<file path="src/hw/rtl/cfv_pkg.sv">
// shared types and constants of the command frame validator
// no dependencies; the top level, front end and back end refer to this package by scoped name
`default_nettype none

package cfv_pkg;

	// default sizes, used as the defaults of the top level parameters
	localparam int MAX_MESSAGE_DEF   = 64;
	localparam int TABLE_ENTRIES_DEF = 75;
	localparam int MID_DEPTH_DEF     = 4;
	localparam int OUT_DEPTH_DEF     = 4;

	// command code range and error marker
	localparam logic [7:0] CODE_LOW   = 8'd48;
	localparam logic [7:0] CODE_HIGH  = 8'd122;
	localparam logic [7:0] ERROR_CODE = 8'd33;

	// register reset values
	localparam logic [7:0]  END_RESET     = 8'd59;
	localparam logic [7:0]  DELIM_RESET   = 8'd44;
	localparam logic [31:0] TIMEOUT_RESET = 32'd1000;

	typedef enum logic [1:0] {
		OP_BYTE = 2'd0,
		OP_TICK = 2'd1,
		OP_REG  = 2'd2
	} op_t;

	typedef enum logic [1:0] {
		CFG_END     = 2'd0,
		CFG_DELIM   = 2'd1,
		CFG_TIMEOUT = 2'd2
	} cfg_idx_t;

	typedef enum logic [2:0] {
		ST_DISPATCH    = 3'd0,
		ST_TIMEOUT     = 3'd1,
		ST_INVALID     = 3'd2,
		ST_UNREG       = 3'd3,
		ST_WRONG_COUNT = 3'd4
	} status_t;

	// work handed from front to back
	typedef enum logic [1:0] {
		REQ_REG   = 2'd0,
		REQ_JUDGE = 2'd1,
		REQ_FAIL  = 2'd2
	} req_kind_t;

	typedef struct packed {
		req_kind_t  kind;
		status_t    fail_status;
		logic [7:0] code;
		logic [7:0] count;
		logic       enable;
	} req_t;

	typedef struct packed {
		status_t    status;
		logic [7:0] code;
		logic [7:0] count;
	} result_t;

	// front side push towards the request queue
	typedef struct packed {
		logic push;
		req_t req;
	} front_push_t;

endpackage

`default_nettype wire

</file>
<file path="src/hw/rtl/command_frame_validator_top.sv">
// top level of the command frame validator: front end, request queue,
// back end and result queue; uses cfv_pkg, cfv_fifo, cfv_front, cfv_back
//
//  channel   handshake             payload
//  input     push / full           operation, data_byte, arg_count, entry_enable
//  result    empty / pop           status, command_code, value_count
//  config    cfg_valid / cfg_ready cfg_index, cfg_data
//
// one input beat per cycle while full is low; the result for an end byte or
// timing-out tick passes through the request queue, the table read and the
// result queue before it shows on the result ports. reset clears frame state,
// queues and the table's written marks at once, so beats are taken from the
// first cycle after reset. full rises when the request queue fills, which
// happens only while the back end holds judged or failed requests for lack of
// room in the result queue. config writes are always ready.
`default_nettype none

module command_frame_validator_top #(
	parameter int MAX_MESSAGE   = cfv_pkg::MAX_MESSAGE_DEF,
	parameter int TABLE_ENTRIES = cfv_pkg::TABLE_ENTRIES_DEF,
	parameter int MID_DEPTH     = cfv_pkg::MID_DEPTH_DEF,
	parameter int OUT_DEPTH     = cfv_pkg::OUT_DEPTH_DEF
) (
	input  wire logic        clk,
	input  wire logic        arst_n,
	input  wire logic        push,
	output logic             full,
	input  wire logic [1:0]  operation,
	input  wire logic [7:0]  data_byte,
	input  wire logic [7:0]  arg_count,
	input  wire logic        entry_enable,
	output logic             empty,
	input  wire logic        pop,
	output logic      [2:0]  status,
	output logic      [7:0]  command_code,
	output logic      [7:0]  value_count,
	input  wire logic        cfg_valid,
	output logic             cfg_ready,
	input  wire logic [1:0]  cfg_index,
	input  wire logic [31:0] cfg_data
);

	localparam int RW  = $bits(cfv_pkg::req_t);
	localparam int SW  = $bits(cfv_pkg::result_t);
	localparam int MCW = $clog2(MID_DEPTH + 1);
	localparam int OCW = $clog2(OUT_DEPTH + 1);

	cfv_pkg::front_push_t fp;
	cfv_pkg::req_t        head;
	cfv_pkg::result_t     res;
	cfv_pkg::result_t     out_item;
	logic                 mid_full;
	logic                 mid_empty;
	logic [MCW-1:0]       mid_count;
	logic                 mid_pop;
	logic                 res_valid;
	logic                 out_full;
	logic [OCW-1:0]       out_count;
	logic                 accept;

	assign full      = mid_full;
	assign accept    = push && !mid_full;
	assign cfg_ready = 1'b1;

	// front end
	cfv_front #(
		.MAX_MESSAGE  (MAX_MESSAGE),
		.TABLE_ENTRIES(TABLE_ENTRIES)
	) u_front (
		.clk         (clk),
		.arst_n      (arst_n),
		.accept      (accept),
		.operation   (operation),
		.data_byte   (data_byte),
		.arg_count   (arg_count),
		.entry_enable(entry_enable),
		.cfg_valid   (cfg_valid && cfg_ready),
		.cfg_index   (cfg_index),
		.cfg_data    (cfg_data),
		.fp          (fp)
	);

	// request queue between front and back
	cfv_fifo #(
		.WIDTH(RW),
		.DEPTH(MID_DEPTH)
	) u_req_q (
		.clk   (clk),
		.arst_n(arst_n),
		.push  (fp.push),
		.wdata (fp.req),
		.full  (mid_full),
		.pop   (mid_pop),
		.rdata (head),
		.empty (mid_empty),
		.count (mid_count)
	);

	// back end
	cfv_back #(
		.TABLE_ENTRIES(TABLE_ENTRIES),
		.OUT_DEPTH    (OUT_DEPTH)
	) u_back (
		.clk      (clk),
		.arst_n   (arst_n),
		.req_empty(mid_empty),
		.req      (head),
		.req_pop  (mid_pop),
		.out_count(out_count),
		.res_valid(res_valid),
		.res      (res)
	);

	// result queue
	cfv_fifo #(
		.WIDTH(SW),
		.DEPTH(OUT_DEPTH)
	) u_res_q (
		.clk   (clk),
		.arst_n(arst_n),
		.push  (res_valid),
		.wdata (res),
		.full  (out_full),
		.pop   (pop),
		.rdata (out_item),
		.empty (empty),
		.count (out_count)
	);

	assign status       = out_item.status;
	assign command_code = out_item.code;
	assign value_count  = out_item.count;

	// checks

	// the back end only produces a result when the result queue has room
	assert property (@(posedge clk) disable iff (!arst_n)
		res_valid |-> !out_full)
		else $error("result beat dropped: result queue full");

	// a full request queue is never pushed
	assert property (@(posedge clk) disable iff (!arst_n)
		fp.push |-> !mid_full)
		else $error("request beat pushed into full queue");

	// request queue count never passes its depth
	assert property (@(posedge clk) disable iff (!arst_n)
		mid_count <= MCW'(MID_DEPTH))
		else $error("request queue count out of range");

	// errors carry the error marker and a zero count
	assert property (@(posedge clk) disable iff (!arst_n)
		(!empty && (out_item.status != cfv_pkg::ST_DISPATCH))
			|-> (command_code == cfv_pkg::ERROR_CODE) && (value_count == 8'd0))
		else $error("error result with stray payload");

endmodule

`default_nettype wire

</file>
<file path="src/hw/rtl/cfv_ram.sv">
// generic single write, single read ram with registered read data
// no dependencies
`default_nettype none

module cfv_ram #(
	parameter int WIDTH = 9,
	parameter int DEPTH = 75,
	localparam int AW   = (DEPTH > 1) ? $clog2(DEPTH) : 1
) (
	input  wire logic             clk,
	input  wire logic             we,
	input  wire logic [AW-1:0]    waddr,
	input  wire logic [WIDTH-1:0] wdata,
	input  wire logic             re,
	input  wire logic [AW-1:0]    raddr,
	output logic      [WIDTH-1:0] rdata
);

	logic [WIDTH-1:0] mem_q [DEPTH];

	// write port
	always_ff @(posedge clk) begin
		if (we) begin
			mem_q[waddr] <= wdata;
		end
	end

	// registered read port
	always_ff @(posedge clk) begin
		if (re) begin
			rdata <= mem_q[raddr];
		end
	end

endmodule

`default_nettype wire

</file>
<file path="src/hw/rtl/cfv_fifo.sv">
// small register queue with count, used between front and back and at the output
// no dependencies
`default_nettype none

module cfv_fifo #(
	parameter int WIDTH = 8,
	parameter int DEPTH = 4,
	localparam int PW   = (DEPTH > 1) ? $clog2(DEPTH) : 1,
	localparam int CW   = $clog2(DEPTH + 1)
) (
	input  wire logic             clk,
	input  wire logic             arst_n,
	input  wire logic             push,
	input  wire logic [WIDTH-1:0] wdata,
	output logic                  full,
	input  wire logic             pop,
	output logic      [WIDTH-1:0] rdata,
	output logic                  empty,
	output logic      [CW-1:0]    count
);

	logic [WIDTH-1:0] slot_q [DEPTH];
	logic [PW-1:0]    wr_ptr_q;
	logic [PW-1:0]    rd_ptr_q;
	logic [CW-1:0]    count_q;
	logic             do_push;
	logic             do_pop;

	assign full    = (count_q == CW'(DEPTH));
	assign empty   = (count_q == '0);
	assign count   = count_q;
	assign rdata   = slot_q[rd_ptr_q];
	assign do_push = push && !full;
	assign do_pop  = pop && !empty;

	// storage
	always_ff @(posedge clk) begin
		if (do_push) begin
			slot_q[wr_ptr_q] <= wdata;
		end
	end

	// pointers and fill count
	always_ff @(posedge clk or negedge arst_n) begin
		if (!arst_n) begin
			wr_ptr_q <= '0;
			rd_ptr_q <= '0;
			count_q  <= '0;
		end else begin
			if (do_push) begin
				wr_ptr_q <= (wr_ptr_q == PW'(DEPTH - 1)) ? '0 : wr_ptr_q + 1'b1;
			end
			if (do_pop) begin
				rd_ptr_q <= (rd_ptr_q == PW'(DEPTH - 1)) ? '0 : rd_ptr_q + 1'b1;
			end
			if (do_push && !do_pop) begin
				count_q <= count_q + 1'b1;
			end else if (do_pop && !do_push) begin
				count_q <= count_q - 1'b1;
			end
		end
	end

endmodule

`default_nettype wire

</file>
<file path="src/hw/rtl/cfv_front.sv">
// front end: takes input beats, keeps the frame counters and config registers,
// and classifies each beat into a request for the back end; uses cfv_pkg
`default_nettype none

module cfv_front #(
	parameter int MAX_MESSAGE   = cfv_pkg::MAX_MESSAGE_DEF,
	parameter int TABLE_ENTRIES = cfv_pkg::TABLE_ENTRIES_DEF
) (
	input  wire logic              clk,
	input  wire logic              arst_n,
	input  wire logic              accept,
	input  wire logic [1:0]        operation,
	input  wire logic [7:0]        data_byte,
	input  wire logic [7:0]        arg_count,
	input  wire logic              entry_enable,
	input  wire logic              cfg_valid,
	input  wire logic [1:0]        cfg_index,
	input  wire logic [31:0]       cfg_data,
	output cfv_pkg::front_push_t   fp
);

	logic [7:0]  end_byte_q;
	logic [7:0]  delim_byte_q;
	logic [31:0] timeout_q;

	logic        active_q;
	logic [31:0] elapsed_q;
	logic [7:0]  bytes_q;
	logic [7:0]  delims_q;
	logic [7:0]  first_q;

	logic [7:0]  base_bytes;
	logic [7:0]  base_delims;
	logic [7:0]  cmd;
	logic        room;
	logic [7:0]  bytes_n;
	logic [7:0]  delims_n;
	logic [7:0]  values;
	logic [31:0] elapsed_n;
	logic        timed_out;
	logic        is_end;
	logic [7:0]  cmd_off;
	logic [7:0]  reg_off;
	logic        reg_in_table;

	// counters as they stand once this byte is taken
	always_comb begin
		base_bytes  = active_q ? bytes_q : 8'd0;
		base_delims = active_q ? delims_q : 8'd0;
		cmd         = active_q ? first_q : data_byte;
		room        = (base_bytes < 8'(MAX_MESSAGE));
		bytes_n     = room ? base_bytes + 8'd1 : base_bytes;
		delims_n    = base_delims;
		if (room && (data_byte == delim_byte_q) && (base_delims != 8'hFF)) begin
			delims_n = base_delims + 8'd1;
		end
		if (delims_n != 8'd0) begin
			values = (delims_n == 8'hFF) ? 8'hFF : delims_n + 8'd1;
		end else begin
			values = (bytes_n > 8'd2) ? 8'd1 : 8'd0;
		end
		is_end = (data_byte == end_byte_q);
	end

	// saturating tick count and timeout compare
	always_comb begin
		elapsed_n = (elapsed_q != 32'hFFFF_FFFF) ? elapsed_q + 32'd1 : elapsed_q;
		timed_out = (elapsed_n > timeout_q);
	end

	// table offsets
	assign cmd_off      = cmd - cfv_pkg::CODE_LOW;
	assign reg_off      = data_byte - cfv_pkg::CODE_LOW;
	assign reg_in_table = (data_byte >= cfv_pkg::CODE_LOW) && (reg_off < 8'(TABLE_ENTRIES));

	// classify the beat into a request
	always_comb begin
		fp.push             = 1'b0;
		fp.req.kind         = cfv_pkg::REQ_FAIL;
		fp.req.fail_status  = cfv_pkg::ST_TIMEOUT;
		fp.req.code         = data_byte;
		fp.req.count        = arg_count;
		fp.req.enable       = entry_enable;
		case (cfv_pkg::op_t'(operation))
			cfv_pkg::OP_BYTE: begin
				if (is_end) begin
					fp.push      = accept;
					fp.req.code  = cmd;
					fp.req.count = values;
					if ((cmd < cfv_pkg::CODE_LOW) || (cmd > cfv_pkg::CODE_HIGH)) begin
						fp.req.kind        = cfv_pkg::REQ_FAIL;
						fp.req.fail_status = cfv_pkg::ST_INVALID;
					end else if (cmd_off >= 8'(TABLE_ENTRIES)) begin
						fp.req.kind        = cfv_pkg::REQ_FAIL;
						fp.req.fail_status = cfv_pkg::ST_UNREG;
					end else begin
						fp.req.kind = cfv_pkg::REQ_JUDGE;
					end
				end
			end
			cfv_pkg::OP_TICK: begin
				fp.push            = accept && active_q && timed_out;
				fp.req.kind        = cfv_pkg::REQ_FAIL;
				fp.req.fail_status = cfv_pkg::ST_TIMEOUT;
			end
			cfv_pkg::OP_REG: begin
				fp.push     = accept && reg_in_table;
				fp.req.kind = cfv_pkg::REQ_REG;
			end
			default: begin
				fp.push = 1'b0;
			end
		endcase
	end

	// configuration registers
	always_ff @(posedge clk or negedge arst_n) begin
		if (!arst_n) begin
			end_byte_q   <= cfv_pkg::END_RESET;
			delim_byte_q <= cfv_pkg::DELIM_RESET;
			timeout_q    <= cfv_pkg::TIMEOUT_RESET;
		end else if (cfg_valid) begin
			case (cfv_pkg::cfg_idx_t'(cfg_index))
				cfv_pkg::CFG_END:     end_byte_q   <= cfg_data[7:0];
				cfv_pkg::CFG_DELIM:   delim_byte_q <= cfg_data[7:0];
				cfv_pkg::CFG_TIMEOUT: timeout_q    <= cfg_data;
				default: ;
			endcase
		end
	end

	// frame state
	always_ff @(posedge clk or negedge arst_n) begin
		if (!arst_n) begin
			active_q  <= 1'b0;
			elapsed_q <= '0;
			bytes_q   <= '0;
			delims_q  <= '0;
			first_q   <= '0;
		end else if (accept) begin
			case (cfv_pkg::op_t'(operation))
				cfv_pkg::OP_BYTE: begin
					if (is_end) begin
						active_q  <= 1'b0;
						elapsed_q <= '0;
						bytes_q   <= '0;
						delims_q  <= '0;
						first_q   <= '0;
					end else begin
						active_q  <= 1'b1;
						elapsed_q <= active_q ? elapsed_q : 32'd0;
						bytes_q   <= bytes_n;
						delims_q  <= delims_n;
						first_q   <= cmd;
					end
				end
				cfv_pkg::OP_TICK: begin
					if (active_q) begin
						if (timed_out) begin
							active_q  <= 1'b0;
							elapsed_q <= '0;
							bytes_q   <= '0;
							delims_q  <= '0;
							first_q   <= '0;
						end else begin
							elapsed_q <= elapsed_n;
						end
					end
				end
				default: ;
			endcase
		end
	end

endmodule

`default_nettype wire

</file>
<file path="src/hw/rtl/cfv_back.sv">
// back end: owns the command table, applies registrations in order, judges
// closed frames against it and passes failed frames on; uses cfv_pkg and cfv_ram
`default_nettype none

module cfv_back #(
	parameter int TABLE_ENTRIES = cfv_pkg::TABLE_ENTRIES_DEF,
	parameter int OUT_DEPTH     = cfv_pkg::OUT_DEPTH_DEF,
	localparam int IW           = (TABLE_ENTRIES > 1) ? $clog2(TABLE_ENTRIES) : 1,
	localparam int OCW          = $clog2(OUT_DEPTH + 1)
) (
	input  wire logic             clk,
	input  wire logic             arst_n,
	input  wire logic             req_empty,
	input  wire cfv_pkg::req_t    req,
	output logic                  req_pop,
	input  wire logic [OCW-1:0]   out_count,
	output logic                  res_valid,
	output cfv_pkg::result_t      res
);

	logic [TABLE_ENTRIES-1:0] written_q;
	logic                     valid_s1;
	cfv_pkg::req_t            req_s1;
	logic                     written_s1;
	logic [8:0]               entry_s1;
	logic [7:0]               off;
	logic [IW-1:0]            idx;
	logic                     is_reg;
	logic                     room;
	logic                     take;

	assign off    = req.code - cfv_pkg::CODE_LOW;
	assign idx    = off[IW-1:0];
	assign is_reg = (req.kind == cfv_pkg::REQ_REG);

	// a judged or failed beat needs a free output slot, counting the one in flight
	assign room    = (({1'b0, out_count} + (OCW + 1)'(valid_s1)) < (OCW + 1)'(OUT_DEPTH));
	assign take    = !req_empty && (is_reg || room);
	assign req_pop = take;

	// command table: bit 8 registered, bits 7..0 expected count
	cfv_ram #(
		.WIDTH(9),
		.DEPTH(TABLE_ENTRIES)
	) u_table (
		.clk  (clk),
		.we   (take && is_reg),
		.waddr(idx),
		.wdata({req.enable, req.count}),
		.re   (take && (req.kind == cfv_pkg::REQ_JUDGE)),
		.raddr(idx),
		.rdata(entry_s1)
	);

	// per-entry written marks, an unwritten entry reads as unregistered
	always_ff @(posedge clk or negedge arst_n) begin
		if (!arst_n) begin
			written_q <= '0;
		end else if (take && is_reg) begin
			written_q[idx] <= 1'b1;
		end
	end

	// lookup stage
	always_ff @(posedge clk or negedge arst_n) begin
		if (!arst_n) begin
			valid_s1 <= 1'b0;
		end else begin
			valid_s1 <= take && !is_reg;
		end
	end

	always_ff @(posedge clk) begin
		if (take && !is_reg) begin
			req_s1     <= req;
			written_s1 <= written_q[idx];
		end
	end

	// final verdict
	always_comb begin
		res_valid  = valid_s1;
		res.status = cfv_pkg::ST_DISPATCH;
		res.code   = cfv_pkg::ERROR_CODE;
		res.count  = 8'd0;
		case (req_s1.kind)
			cfv_pkg::REQ_JUDGE: begin
				if (!written_s1 || !entry_s1[8]) begin
					res.status = cfv_pkg::ST_UNREG;
				end else if (entry_s1[7:0] != req_s1.count) begin
					res.status = cfv_pkg::ST_WRONG_COUNT;
				end else begin
					res.status = cfv_pkg::ST_DISPATCH;
					res.code   = req_s1.code;
					res.count  = req_s1.count;
				end
			end
			default: begin
				res.status = req_s1.fail_status;
			end
		endcase
	end

endmodule

`default_nettype wire
</file>
<file path="config.mk">
export PLATFORM = sky130hd
export DESIGN_NAME = command_frame_validator_top
export DESIGN_NICKNAME = d
export VERILOG_FILES = /design/src/hw/rtl/cfv_pkg.sv /design/src/hw/rtl/command_frame_validator_top.sv /design/src/hw/rtl/cfv_ram.sv /design/src/hw/rtl/cfv_fifo.sv /design/src/hw/rtl/cfv_front.sv /design/src/hw/rtl/cfv_back.sv
export SDC_FILE = /design/constraint.sdc
export NUM_CORES = 1
export LEC_CHECK = 0
export BUFFER_PORTS_ARGS = -buffer_cell sky130_fd_sc_hd__buf_2
export CORE_MARGIN = 1.5
export CORE_UTILIZATION = 45
export DETAILED_ROUTE_END_ITERATION = 8
export GPL_TIMING_DRIVEN = 0
export PLACE_DENSITY = 0.65
export SETUP_SLACK_MARGIN = 0.1
export SLEW_MARGIN = 30
export SYNTH_ARGS = -nofsm -noshare
export SYNTH_HDL_FRONTEND = slang
export SYNTH_HIERARCHICAL = 1
export SYNTH_SLANG_ARGS = --single-unit
</file>
<file path="constraint.sdc">
create_clock -name clk -period 5.15 [get_ports clk]
set_input_delay 0.2575 -clock clk [delete_from_list [all_inputs] [get_ports clk]]
set_output_delay 0.2575 -clock clk [all_outputs]
set_load 0.02 [all_outputs]
</file>
* After elaboration in Yosys (flattened, before gate mapping) *
Memories as Yosys holds them, arrays and structs flattened. A register that Yosys moved wholly into a read port is not among the register bits.
Index checks and enable logic that the tools add are counted.
W data, S select, Z words.

storage, ports and cells
  flip-flop bits (word level) = 217
  bits in latches = 0
  bits in writable memories = 839
  ROM bits = 0
  input bits = 58
  logic and storage cells = 180
  memories kept = 3

memories
  memory                words  width  read ports  clocked after memory_dff  write ports  line            text
  u_back.u_table.mem_q  75     9      1           1                         1            cfv_ram.sv:19   logic [WIDTH-1:0] mem_q [DEPTH];
  u_req_q.slot_q        4      22     1           0                         1            cfv_fifo.sv:22  logic [WIDTH-1:0] slot_q [DEPTH];
  u_res_q.slot_q        4      19     1           0                         1            cfv_fifo.sv:22

operators by class
  add/subtract/negate cells = 16
  multipliers = 0
  div/mod/pow operators = 0
  $lt $le $gt $ge = 11
  eq/ne operators = 21
  shift-type cells = 0
  muxes and demuxes = 58
  bitwise logic cells = 1
  reduce and logical (&&, ||, !) cells = 49

operators by type and width
  kind                     count
  $mux W32                 5
  $mux W8                  12
  $or A75 B75 Y75          1
  $mux W16                 4
  $pmux W32 S2             1
  $pmux W8 S2              3
  $add A32 B1 Y32 const B  1
  $gt A32 B32 Y1           1
  $ne A32 B32 Y1 const B   1
  $add A8 B1 Y8 const B    3
  $mux W3                  8
  $mux W22                 1
  $logic_and A1 B1 Y1      20
  $eq A8 B8 Y1             2
  $lt A8 B7 Y1 const B     2
  $sub A8 B6 Y8 const B    2
  $eq A2 B2 Y1 const B     6
  $mux W1                  12
  $mux W2                  6
  $logic_not A1 Y1         11
  $add A2 B1 Y2 const B    4
  $eq A2 B1 Y1 const B     4
  $eq A8 B8 Y1 const B     1
  $ge A8 B6 Y1 const B     1
  other kinds (29)         44

* Longest topological paths before layout *
Gate-level depths: netlist of run 1.

  word-level depth = 15
  gate-level depth with buffers = 25

* Modules after synthesis *
Netlist of run 1, hierarchy kept.

by module, submodules not included
  module                       times used  cells an instance  area an instance (sq um)  sequential area each (sq um)
  cfv_ram                      1           1266               26728.1                   20539.7
  cfv_front                    1           765                7131.8                    2645.0
  cfv_back                     1           356                4389.2                    2562.5
  cfv_fifo (u_req_q)           1           152                3638.5                    2817.7
  cfv_fifo (u_res_q)           1           136                3190.6                    2457.4
  command_frame_validator_top  1           3                  25.0                      0.0

* Worst setup path before layout of run 1 *
No wires, ideal clock.

  kind = flip-flop to flip-flop
  start = reg u_front.elapsed_q[16]
  end = mem u_req_q/slot_q[3][0] in the netlist's numbering (enable)
  arrival = 4.630 ns
  setup slack = 0.119 ns
  cell stages (with the launch flop) = 21
  buffers on the path = 3
  period minus slack after synthesis = 5.031 ns
  cell sequence = dfrtp_1 buf_6 and4_4 and3_1 buf_2 and3_1 buf_2 a311oi_4 nand3_2 or2_4 xnor2_1 ha_1 nand2_1 nor4_1 and2_1 o31a_1 o21a_1 o211a_1 o311a_1 nand2_1 nor2_1

RTL lines
  what                      line              text
  start: declaration        cfv_front.sv:27   logic [31:0] elapsed_q;
  start signal: assignment  cfv_front.sv:151  elapsed_q <= active_q ? elapsed_q : 32'd0;
  start signal: assignment  cfv_front.sv:166  elapsed_q <= elapsed_n;
  end: declaration          cfv_fifo.sv:22

==> results of run 1 <==
-- worst max-delay path: cells and delay by family, from the launching register on --
kind / cells / cell delay (ns)
AOI/OAI and AO/OA: 6 / 1.74
muxes: 1 / 0.28
adders and majority gates: 3 / 0.89
buffers and inverters: 5 / 0.59
xor gates and xnor gates: 1 / 0.13
DFF: 1 / 0.37
and+or+nand+nor: 8 / 1.09
-- state kept, by name, indices dropped and copies added, names as in the netlist, 9 cells and up --
signal and flops:
u_req_q/slot_q 88, u_res_q/slot_q 76, u_back/written_q 75, u_back/u_table/mem_q 675, u_front/timeout_q 32, u_front/elapsed_q 32
u_back/u_table/rdata 9, u_back/req_s1 21
-- final cells by class --
class / instances / area [µm²] / share of cell area [%]
flip-flops and latches: 1065 / 31020 / 59.40
multi-input cells: 1427 / 13580 / 26.00
clock buffers: 133 / 2835 / 5.429
well taps: 1287 / 1610 / 3.083
repair buffers: 177 / 1454 / 2.784
plain buffers: 128 / 797.0 / 1.526
clock inverters: 67 / 700.7 / 1.342
inverters: 60 / 225.2 / 0.4312
diodes: 1 / 2.502 / 0.004791
-- through the flow --
| stage | instance area, µm² | total power (µW) |
|---|---|---|
| 6_report | 52230 | 29170 |
| 5_1_grt | 52230 | 30390 |
| 4_1_cts | 51930 | 29300 |
| 3_5_place_dp | 47500 | 21490 |
| 3_3_place_gp | 47090 | 21000 |
| 2_1_floorplan | 45100 | 17940 |
-- power by group through the flow --
stage,combinational (µW),clock (µW),sequential [µW]
4_1_cts,9840,7880,11600
5_1_grt,10500,8230,11700
6_report,9860,7720,11600
3_5_place_dp,9740,0,11800
2_1_floorplan,6310,0,11600
3_3_place_gp,9220,0,11800
-- cells in the final DEF, fill, tap and decap left out, types with 26 or more instances in the layout --
master         synthesis  routed
a21o_1                68      68
a21oi_1               51      48
and2_1                33      26
buf_2                 40     111
buf_4                 19      63
clkbuf_1              41      55
clkbuf_16              0     107
dfrtp_1              181     179
dlygate4sd3_1          0      45
edfxtp_1             870     870
ha_1                  50      47
inv_1                 60      59
mux2_2               101     100
mux2i_1               84      84
mux4_2               183     174
nand2_1              134     128
nand3_1               38      37
nor2_1               148     122
nor2b_1               38      38
o21ai_0               44      39
o22ai_1               40      40
xnor2_1               46      43
-- timing repair --
action	4_1_cts	5_1_grt
endpoints found under the setup margin	174	118
buffers inserted	31	13
hold buffers	45	0
endpoints found under the hold margin	194	0
gates cloned	0	3
resized for setup	50	34
pin swaps	29	22
-- per-layer routing --
metal | vias to the layer above | GRT usage [%]
li1 | 11070 | -
met1 | 13120 | 28.51
met2 | 903 | 33.37
met3 | 174 | 3.059
met4 | 0 | 6.487
met5 | - | 0
-- logic make-up after synthesis --
| group | count (synthesis) | synth area share [%] |
|---|---|---|
| multiplexers | 400 | 14.43 |
| XOR/XNOR | 69 | 1.357 |
| adder cells (fa/ha/maj) | 52 | 1.476 |
| flip-flops | 1065 | 68.78 |
| AO/OA/AOI/OAI | 370 | 5.695 |
| other | 2 | 0.01665 |
| buffers and inverters | 189 | 2.211 |
| AND/OR/NAND/NOR | 531 | 6.034 |
-- path summary, 6_finish.rpt --
check | slack (ns) | cells after the start | endpoint | start
worst max-delay path | -0.04 | 24 | u_req_q/count[1]$_DFFE_PN0P_ | u_front/elapsed_q[16]$_DFFE_PN0P_
worst max register to register | -0.04 | 24 | u_req_q/count[1]$_DFFE_PN0P_ | u_front/elapsed_q[16]$_DFFE_PN0P_
min in group clk | 0.06 | 3 | u_front/end_byte_q[7]$_DFFE_PN0P_ | cfg_index[1]
max in group asynchronous | 3.93 | 4 | u_back/written_q[8]$_DFFE_PN0P_ | arst_n
worst min-delay path | 0.05 | 2 | u_front/delims_q[4]$_DFFE_PN0P_ | arst_n
worst min register to register | 0.45 | 1 | u_back/written_q[12]$_DFFE_PN0P_ | u_back/written_q[12]$_DFFE_PN0P_
==> results.yml, run 1 <==
cts:
  cts_tree: "built"
  htreeDepth: 3
  clk_latency_ns: 0.68
  cts_buffer_depth: 3
  cts_made_buffers: 106
  cts_sinks: 1065
  clock-root-buffer: "clkbuf_16"
  path_clk_slew_ns: 0.06
timing:
  setup_viol: 1
  post-route-period-util_pct: 100.8
  hold_ws_ns: 0.05152
  hold_violations: 0
  worst_pin_slew_ns: 0.9972
  clock_skew_ns: 0.04236
  min_period_ns: 5.190
  fmax_mhz: 192.7
  setup_ws_ns: -0.03982
  setup-tns-final_ns: -0.03982
  maxSlewViolCount: 0
  rsz0062_at_grt: "yes"
  slew_headroom_pct: 33.27
setup_path:
  cpMostUsedCell: "buf_6"
  worst_setup_path_end_kind: "flop"
  crit_arrival_ns: 5.74
  setup.worst_path.class: "reg -> reg"
  crit_chain: "buf_6, and4_4, and3_4, buf_6, and3_4, buf_6, a311oi_4, buf_6, nand3_4, or2_4, xnor2_1, ha_1, nand2_2, nor3_2, a221oi_2, o311ai_4, o21a_1, o211a_1, o311a_4, nor2b_4, ha_4, inv_2, fa_2, mux2_4"
  startpoint_type: "flop"
  cp_max_fo: 5
  slowest_delay_ns: 0.43
  crit_slowest_cell: "fa_2"
  cp.required_ns: 5.70
synthesis:
  synthTopCellsByArea: "edfxtp_1, dfrtp_1, mux4_2"
  synth_edf_count: 870
  yosysMostFrequentCell: "edfxtp_1"
  post-synth-top-area-cell: "edfxtp_1"
  seq_area_frac_synth_pct: 68.78
  synth_cells: 2678
  synth-seq-cells: 1065
  synth.cell_area_um2: 45100
  syn-num-nets: 2788
  yosysUniqueCellTypes: 92
  synth_async_sr_flop_share_pct: 18.31
  synth_area_per_cell_um2: 16.84
  synth-main-ff-cell: "edfxtp_1"
  synth_top_area_share_pct: 57.92
  ys_warn_count: 6
  ys_top_cells_by_count: "edfxtp_1, mux4_2, dfrtp_1"
placed_design:
  io_buffer_count: 75
  place_congestion: 0.9601
  pre_cts_ws_ns: -0.8629
  place_hpwl_um: 69030
  placed_cells: 4053
routing:
  dr_wl_met3_um: 6230
  wl_met1_um: 44710
  wl_per_cell_um: 24.06
  drt-total-wl_um: 104500
  first_pass_iters: 6
  viasPerCell: 5.815
  drtIter0Drc: 2428
  top_layer_used: "met4"
  wl_met2_um: 50700
  drtAntennaViolNets: 0
  vias: 25270
  drc: 0
pwr:
  clkPwrFrac_pct: 26.5
  p_leak_uw: 0.01883
  comb_power_share_pct: 33.8
  p_switching_uw: 9798
  p_seq_share_pct: 39.7
  swShare_pct: 33.59
  power_density_nw_per_um2: 558.4
  p_int_uw: 19370
  peakVddDrop_v: 0.0003732
layout:
  layout-drive-gt1-share_pct: 25.97
  num-fill-cells: 7809
  area_delta_synth_final_pct: 15.80
  fin_nets: 3075
  final_cells: 4345
  final_util_pct: 52.83
status:
  status: "complete, but fails checks"
  violations: "setup timing"
global_routing:
  grt_use_total_pct: 20.49
  antenna_found_initial: 4
  grt_start_max_net_pins: 90
  gr-total-overflow: 0
  grt_pass1_vias: 25690
  grt_pass1_wl_um: 159200
die:
  initial_core_util_pct: 45.63
  dieArea_um2: 102100
  die_w_um: 319.6
  die_height_um: 319.6
  core_um2: 98850
  rows: 115
  io_pins: 80
job:
  cap_violations: 0
hold_path:
  worstHoldPathType: "in -> async"
Note: power is estimated with default switching activity, not from simulation.
==> run 2: changes to the inputs <==
- ABC_AREA: unset -> 1
==> results.yml, run 2 <==
die:
  die_height_um: 327.6
  core_um2: 103900
  io_pins: 80
  rows: 118
  initial_core_util_pct: 45.62
  die_w_um: 327.6
  dieArea_um2: 107300
setup_path:
  setup.worst_path.class: "reg -> reg"
  worst_setup_path_end_kind: "flop"
  crit_path_end: "u_req_q/count[2]$_DFFE_PN0P_"
  cpMostUsedCell: "nand2_1"
  worstReg2RegEnd: "u_req_q/count[2]$_DFFE_PN0P_"
  cp_max_fo: 10
  worstReg2RegStart: "u_front/elapsed_q[0]$_DFFE_PN0P_"
  startpoint_type: "flop"
  crit_arrival_ns: 5.34
  crit_slowest_cell: "dfrtp_1"
  crit_start: "u_front/elapsed_q[0]$_DFFE_PN0P_"
  cp.required_ns: 5.74
  r2r_slack_ns: 0.40
  slowest_delay_ns: 0.42
  reg2regPathDepth: 28
cts:
  cts_made_buffers: 109
  htreeDepth: 3
  clock-root-buffer: "clkbuf_16"
  cts_buffer_depth: 3
  clk_latency_ns: 0.71
  post-cts-setup-buffers: 0
  path_clk_slew_ns: 0.06
  cts_sinks: 1065
  cts_tree: "built"
pwr:
  p_leak_uw: 0.02145
  power_uw: 34380
  p_seq_share_pct: 33.7
  comb_power_share_pct: 43.2
  p_switching_uw: 14570
  power_density_nw_per_um2: 633.7
  clkPwrFrac_pct: 23.1
  peakVddDrop_v: 0.0004057
  swShare_pct: 42.39
  p_int_uw: 19810
layout:
  layout-drive-gt1-share_pct: 12.39
  layout_commonest_cell: "nand2_1"
  regMostFlops: "u_back/u_table/mem_q"
  final_cells: 6208
  multiInputGateArea_um2: 13970
  fin_nets: 4844
  stdcell_area_um2: 54250
  seq_area_um2: 31020
  num-fill-cells: 9072
  largest_register_ffs: 675
  final_cell_mix: "nand2_1, edfxtp_1, nand3_1"
  area_delta_synth_final_pct: 14.41
  reg_top3: "u_back/u_table/mem_q (675), u_req_q/slot_q (88), u_res_q/slot_q (76)"
routing:
  wl_per_cell_um: 21.40
  first_pass_iters: 5
  drc: 0
  drtAntennaViolNets: 0
  drt-total-wl_um: 132800
  viasPerCell: 5.490
  drtIter0Drc: 3777
  vias: 34080
global_routing:
  grt_pass1_wl_um: 199700
  gr-total-overflow: 0
  grt_use_total_pct: 24.60
  grt_pass1_vias: 32670
  grt_start_max_net_pins: 86
  antenna_found_initial: 4
synthesis:
  synth_cells: 4484
  ys_warn_count: 6
  syn-num-nets: 4594
  synth_area_per_cell_um2: 10.57
  synth.cell_area_um2: 47410
timing:
  hold_ws_ns: 0.02842
  fmax_mhz: 210.7
  clock_skew_ns: 0.03457
  worst_pin_slew_ns: 1.028
  rsz0062_at_grt: "no"
  maxSlewViolCount: 0
  post-route-period-util_pct: 92.17
  slew_headroom_pct: 31.22
  min_period_ns: 4.747
  hold_violations: 0
  setup_viol: 0
placed_design:
  io_buffer_count: 77
  placed_cell_area_um2: 50120
  placed_cells: 5958
  place_hpwl_um: 90080
  place_congestion: 0.9679
hold_path:
  worstHoldPathType: "in -> reg"
job:
  cap_violations: 0
status:
  status: "complete, no violations"
run 2: layer usage:
metal  global-route usage (%)  up-vias  share of wire [%]
li1                         -    15820                  -
met1                    34.68    16600                 42
met3                    4.016      218                8.4
met5                        0        -              0.024
met4                    7.649        6                2.8
met2                    39.13     1435                 46
run 2: power groups by stage:
stage                     logic [µW]  registers, µW  clock network, µW
after CTS                      14600          11600               8030
final                          14900          11600               7930
after global routing           15900          11700               8370
after detailed placement       14500          11800                  0
after floorplan                 8670          11800                  0
after global placement         13900          12000                  0
run 2: metrics by stage:
step	setup WS (ns)	util, %	setup TNS [ns]
finish	0.4035	52.19	0
global route	0.09242	52.19	0
CTS	0.1456	52.13	0
detailed placement	-0.5580	48.22	-18.89
global placement	-1.410	47.65	-119.11
floorplan	0.8726	-	0
run 2: final cells by class:
type                    instances  area share (%)
diodes                          1        0.004613
plain buffers                 220           2.560
clock buffers                 145           5.406
clock inverters                59           1.195
inverters                     349           2.424
multi-input cells            2850           25.76
flip-flops and latches       1065           57.19
well taps                    1380           3.183
repair buffers                139           2.283
run 2: how the worst min path moves through the flow:
stage	start	end	slack, ns	cells past startpoint
6_report	operation[1]	u_front/active_q$_DFFE_PN0P_	0.03	4
5_1_grt	arg_count[5]	u_req_q/slot_q[2][6]$_DFFE_PP_	0.04	3
4_1_cts	cfg_index[1]	u_front/end_byte_q[4]$_DFFE_PN1P_	0.001	5
3_5_place_dp	arst_n	u_front/timeout_q[23]$_DFFE_PN0P_	0.14	1
3_3_place_gp	u_back/written_q[44]$_DFFE_PN0P_	u_back/written_q[44]$_DFFE_PN0P_	0.44	2
2_1_floorplan	arst_n	u_back/res_valid$_DFF_PN0_	-0.04	0
run 2: critical path, delay by kind of cell (launching register included):
kind                     cells  cell delay [ns]
adder cells (fa/ha/maj)      4             1.09
buffers and inverters        5             0.54
AO/OA/AOI/OAI                2             0.45
flip-flops                   1             0.42
AND/OR/NAND/NOR             17             2.15
run 2: repair_timing:
item | in CTS | in global routing
endpoints found under the hold margin | 261 | 0
pin swaps | 0 | 3
hold buffers | 45 | 0
setup endpoints to repair | 91 | 12
resized for setup | 5 | 13
